[config.mk]
export PLATFORM = sky130hd
export DESIGN_NAME = ostt_ctrl
export DESIGN_NICKNAME = d
export VERILOG_FILES = /design/src/rtl/core/assert_macros.svh /design/src/rtl/core/ostt_pkg.sv /design/src/rtl/core/ostt_ctrl.sv
export SDC_FILE = /design/constraint.sdc
export NUM_CORES = 1
export LEC_CHECK = 0
export ABC_AREA = 1
export BUFFER_PORTS_ARGS = -buffer_cell sky130_fd_sc_hd__buf_2
export CELL_PAD_IN_SITES_DETAIL_PLACEMENT = 0
export CELL_PAD_IN_SITES_GLOBAL_PLACEMENT = 1
export CORE_UTILIZATION = 24
export CTS_CLUSTER_SIZE = 24
export DETAILED_ROUTE_END_ITERATION = 10
export GPL_TIMING_DRIVEN = 0
export PLACE_DENSITY_LB_ADDON = 0.1
export SYNTH_ARGS = -nofsm -noshare
export SYNTH_HDL_FRONTEND = slang
export SYNTH_SLANG_ARGS = --single-unit
[constraint.sdc]
create_clock -name clk -period 1.02 [get_ports clk]
set_input_delay 0.102 -clock clk [delete_from_list [all_inputs] [get_ports clk]]
set_output_delay 0.102 -clock clk [all_outputs]
set_load 0.005 [all_outputs]
[src/rtl/core/assert_macros.svh]
// assertion macros used by the rtl top level
`ifndef ASSERT_MACROS_SVH
`define ASSERT_MACROS_SVH

// property that must hold at every clock edge out of reset
`define OSTT_ASSERT(label, clk, rst_n, prop) \
    label: assert property (@(posedge clk) disable iff (!rst_n) prop) \
        else $error("ostt assertion failed");

// condition that must hold in the cycle after a trigger
`define OSTT_ASSERT_NEXT(label, clk, rst_n, ante, cons) \
    label: assert property (@(posedge clk) disable iff (!rst_n) (ante) |=> (cons)) \
        else $error("ostt assertion failed");

`endif

[src/rtl/core/ostt_pkg.sv]
// shared types and constants of the os tick timer
package ostt_pkg;

    localparam logic [2:0] OP_START = 3'd0;
    localparam logic [2:0] OP_TICK  = 3'd1;
    localparam logic [2:0] OP_SLEEP = 3'd2;
    localparam logic [2:0] OP_QUERY = 3'd3;
    localparam logic [2:0] OP_WAKE  = 3'd4;

    localparam int ADDR_W = 4;
    localparam logic [1:0] REG_PERIOD   = 2'd0;
    localparam logic [1:0] REG_HZ       = 2'd1;
    localparam logic [1:0] REG_SUPPRESS = 2'd2;

    localparam logic [31:0] PERIOD_RST = 32'd50000;
    localparam logic [31:0] HZ_RST     = 32'd50000000;

    // always-on clock is 32768 Hz
    localparam int AON_SHIFT = 15;
    localparam int DIV_CNT_W = 6;

    typedef struct packed {
        logic load_in;
        logic arm_count;
        logic mark_spurious;
        logic div_ld_irq;
        logic enter_sleep;
        logic mul_slept;
        logic acc_sample;
        logic div_ld_wake;
        logic div_step;
        logic post_irq;
        logic post_sample;
        logic post_wake;
        logic mul_ticks;
        logic add_ticks;
        logic out_load;
    } ostt_cmd_t;

    typedef struct packed {
        logic [2:0] op;
        logic       below;
        logic       suppress;
        logic       div_last;
    } ostt_sts_t;

endpackage

[src/rtl/core/ostt_ctrl.sv]
// sequencing state machine of the os tick timer
module ostt_ctrl (
    input  logic                clk,
    input  logic                rst_n,
    input  logic                in_valid,
    output logic                in_ready,
    output logic                out_valid,
    input  logic                out_ready,
    input  ostt_pkg::ostt_sts_t sts,
    output ostt_pkg::ostt_cmd_t cmd
);

    localparam logic [3:0] S_IDLE = 4'd0;
    localparam logic [3:0] S_DISP = 4'd1;
    localparam logic [3:0] S_MUL  = 4'd2;
    localparam logic [3:0] S_ACC  = 4'd3;
    localparam logic [3:0] S_DIV  = 4'd4;
    localparam logic [3:0] S_POST = 4'd5;
    localparam logic [3:0] S_TMUL = 4'd6;
    localparam logic [3:0] S_TADD = 4'd7;
    localparam logic [3:0] S_DONE = 4'd8;

    logic [3:0] state_reg;
    logic [3:0] state_next;
    logic       out_valid_reg;

    assign in_ready  = state_reg == S_IDLE;
    assign out_valid = out_valid_reg;

    always_comb
    begin
        state_next = state_reg;
        cmd        = '0;
        case (state_reg)
            S_IDLE:
            begin
                if (in_valid)
                begin
                    cmd.load_in = 1'b1;
                    state_next  = S_DISP;
                end
            end
            S_DISP:
            begin
                state_next = S_DONE;
                case (sts.op)
                    ostt_pkg::OP_START:
                    begin
                        cmd.arm_count = 1'b1;
                    end
                    ostt_pkg::OP_TICK:
                    begin
                        if (sts.below)
                        begin
                            cmd.mark_spurious = 1'b1;
                        end
                        else
                        begin
                            cmd.div_ld_irq = 1'b1;
                            state_next     = S_DIV;
                        end
                    end
                    ostt_pkg::OP_SLEEP:
                    begin
                        cmd.enter_sleep = 1'b1;
                        state_next      = S_MUL;
                    end
                    ostt_pkg::OP_QUERY:
                    begin
                        state_next = S_MUL;
                    end
                    ostt_pkg::OP_WAKE:
                    begin
                        if (sts.suppress)
                        begin
                            cmd.div_ld_wake = 1'b1;
                            state_next      = S_DIV;
                        end
                        else
                        begin
                            cmd.arm_count = 1'b1;
                        end
                    end
                    default:
                    begin
                        state_next = S_DONE;
                    end
                endcase
            end
            S_MUL:
            begin
                cmd.mul_slept = 1'b1;
                state_next    = S_ACC;
            end
            S_ACC:
            begin
                cmd.acc_sample = 1'b1;
                state_next     = S_DIV;
            end
            S_DIV:
            begin
                cmd.div_step = 1'b1;
                if (sts.div_last)
                begin
                    state_next = S_POST;
                end
            end
            S_POST:
            begin
                state_next = S_DONE;
                case (sts.op)
                    ostt_pkg::OP_TICK:
                    begin
                        cmd.post_irq = 1'b1;
                        state_next   = S_TMUL;
                    end
                    ostt_pkg::OP_WAKE:
                    begin
                        cmd.post_wake = 1'b1;
                    end
                    default:
                    begin
                        cmd.post_sample = 1'b1;
                    end
                endcase
            end
            S_TMUL:
            begin
                cmd.mul_ticks = 1'b1;
                state_next    = S_TADD;
            end
            S_TADD:
            begin
                cmd.add_ticks = 1'b1;
                state_next    = S_DONE;
            end
            S_DONE:
            begin
                if (!out_valid_reg || out_ready)
                begin
                    cmd.out_load = 1'b1;
                    state_next   = S_IDLE;
                end
            end
            default:
            begin
                state_next = S_IDLE;
            end
        endcase
    end

    always_ff @(posedge clk or negedge rst_n)
    begin
        if (!rst_n)
        begin
            state_reg     <= S_IDLE;
            out_valid_reg <= 1'b0;
        end
        else
        begin
            state_reg <= state_next;
            if (cmd.out_load)
            begin
                out_valid_reg <= 1'b1;
            end
            else if (out_ready)
            begin
                out_valid_reg <= 1'b0;
            end
        end
    end

endmodule

==> results by group <==
Yosys
  – Post-Synthesis Cell Area: 479.2 µm²
  – Largest family of logic cells by synthesized area: simple AND/OR/NAND/NOR gates
  – Synth cell count leaders: 15 x inv_1, 15 x nor2_1, 10 x nand2_1, 9 x nand3_1, 5 x dfrtp_1
  – Synth Area in Compound Gates: ~3.7%
  – Cell taking the most area after synthesis: dfrtp_1
  – Primary FF master, synth: dfrtp_1
  – Syn avg cell area: around 6.2 µm²
  – Number of flops mapped to enable cells by yosys: 0
  – Post-Synth XOR/XNOR Area: 0%
  – Async S/R FF share, synth: 100.0%
  – Yosys reg bits: 5
  – Cells after synthesis: 77
  – Post-synthesis mux area share: 0%
  – Syn_nets: just under 90
  – YS warnings: 0
  – Area share of the largest cell type after synthesis: roughly a quarter
  – Synth cell types: 14
  – Simple-gate share of the synthesized area: 55.35%
  – Adder-cell share of the synthesized area: 0%
  – Synth area leaders: dfrtp_1 26%, inv_1 12%, nor2_1 12%
  – Sequential-to-total area share from yosys stat: approximately a quarter

Job
  – Max_cap viols: 0

Final layout
  – Final #Nets: 134
  – Fin cells: between 100 and 150
  – Area grow syn2layout: 100.3%
  – Fillers: approximately 180
  – Max reg flops: 4
  – Antenna Diode Count: 0
  – Layout cells sized above 1: 69.92%

Clocking
  – CTS H-tree lvls: 1
  – Root Driver: clkbuf_4
  – CTS tree: done
  – Worst skew pair latency: 0.23 ns
  – Clk sink count: 5
  – Cts bufs inserted: 3
  – CTS max path bufs: 2
  – Clock-pin slew on the worst setup and hold paths: 0.04 ns

Placement
  – GP Congestion: 0.7095
  – DP Wirelength: approximately 1100 µm
  – Number of port buffers: 26
  – Placed Cells: 128

Floorplanning
  – Die footprint: 2179 µm²
  – Die H: 46.69 µm
  – Die Wd: about 47 µm
  – Number of cell rows: 15
  – Io pins: 27
  – Initial core utilization: between 20% and 30%
  – Core area: 1802 µm²

Routing
  – Via count: 650
  – Initial DRC count: 3
  – DRT Wirelength: 1464 µm
  – Via density: about 4.4
  – Post-route ant nets: 0
  – Avg WL per Cell: between 9 and 10 µm
  – DRC: 0
  – First-pass iteration count of the detailed router: 4

Hold path
  – WHS Endpoint: out_valid
  – HP Start: out_ready
  – Hold Path Depth: 2
  – Worst min path class: in2reg

STA
  – RSZ-0062 raised after global routing: yes
  – Slew of the pin with the lowest slew margin: 0.2624 ns
  – Normalized max-slew margin: 82.46%
  – Skew final: 0.003389 ns
  – Fmax: 0.7464 GHz
  – Final period util: 131.3%
  – Final setup violation count: 21
  – Final hold viol count: 0
  – Final min period: 1.340 ns
  – Final WS setup: -0.3197 ns
  – WHS: 0.05077 ns
  – Final slew viol count: 0

Worst setup path
  – Crit. End Element: output pin
  – Flop-to-flop setup slack: -0.21 ns
  – R2R depth: 7
  – Required @ worst endpoint: 0.92 ns
  – Reg-to-Reg End: state_reg[0]
  – Critical path type: reg2out
  – CP Max Fanout: 5
  – Arrival @ worst endpoint: around 1.2 ns
  – Reg2reg start: state_reg[2]
  – Startpoint Class: register

Outcome
  – Violated checks: negative setup slack
  – Outcome: finished with violations

Global routing
  – Grt total ovfl: 0
  – Number of global-route vias before repair: 531
  – First-pass GRT wire length: 2256 µm
  – Initial antenna violation count: 0
  – Pin count of the biggest net entering global routing: 6
  – Global-route usage over all layers: 14.55%

Pwr
  – Peak VDD IR: 1.497 mV
  – Leakage power: 0.5316 nW
  – Pwr Total: 0.002529 W
  – PwrDens: between 2000 and 3000 nW/µm²
[metal layers]
metal	track usage, %	routed length, µm	vias up
met5	0	0	-
met4	3.429	0	0
met3	3.529	52	0
met2	22.22	714	18
met1	20.42	696	306
li1	-	-	326
[worst max-delay path: stages, from the launching register on]
cell and delay (ns):
dfrtp_2 0.43, nor2_4 0.16, nand2_4 0.09, inv_2 0.07, nand3_2 0.07, nor2_2 0.08, buf_2 0.11
[worst max-delay path by stage]
stage / start / to / slack (ns)
5_1_grt: state_reg[2] / cmd[10] / -0.43
2_1_floorplan: state_reg[2] / state_reg[0] / 0.0009
4_1_cts: state_reg[3] / cmd[10] / -0.35
3_3_place_gp: state_reg[2] / cmd[10] / -0.18
6_report: state_reg[2] / cmd[10] / -0.32
3_5_place_dp: state_reg[2] / cmd[10] / -0.18
[final cells by class]
class                           instances  area [µm²]  area share, %
Tap cell                               25       31.28          3.259
Sequential cell                         5       128.9          13.43
Timing Repair Buffer                   42       296.5          30.90
Multi-Input combinational cell         53       400.4          41.72
Inverter                               19       76.32          7.953
Clock buffer                            4       26.28          2.738
[layout by cell type (no fill, tap or decap), types with 4 or more instances in the layout]
master   Yosys  final
nor3_2       3      5
nor2_4       4      8
buf_6        0      7
buf_2        0     24
buf_4        0      9
nand3_2      0      4
inv_2        4      9
nand3_1      9      5
nor2_1      15     10
nand2_1     10      8
inv_1       15      9
[logic make-up (layout without fill, tap and decap cells)]
group,after synthesis,count (layout)
buffers and inverters,19,65
and+or+nand+nor,50,50
AOI/OAI and AO/OA,3,3
DFF,5,5
[through the flow]
| stage | instance area [µm²] | setup TNS (ns) | utilization (%) | worst slack [ns] |
|---|---|---|---|---|
| finish | 959.7 | -5.061 | 53.26 | -0.3197 |
| global route | 959.7 | -6.640 | 53.26 | -0.4304 |
| CTS | 830.8 | -5.395 | 46.11 | -0.3503 |
| detailed placement | 648.1 | -1.092 | 35.97 | -0.1792 |
| global placement | 648.1 | -1.066 | 35.97 | -0.1823 |
| floorplan | 486.7 | 0 | - | 0.0008511 |
[timing repair]
action,4_1_cts,5_1_grt
pin swaps,9,13
hold endpoints to repair,5,0
endpoints found under the setup margin,21,21
hold buffers,1,0
gates cloned,0,0
buffers inserted,9,8
resized for setup,21,25
[report_power, final]
group | switching [W] | internal (W)
sequential | 0.000102 | 0.000303
clock | 0.0000707 | 0.000147
combinational | 0.000984 | 0.000922
(Power assumes the default switching activity.)
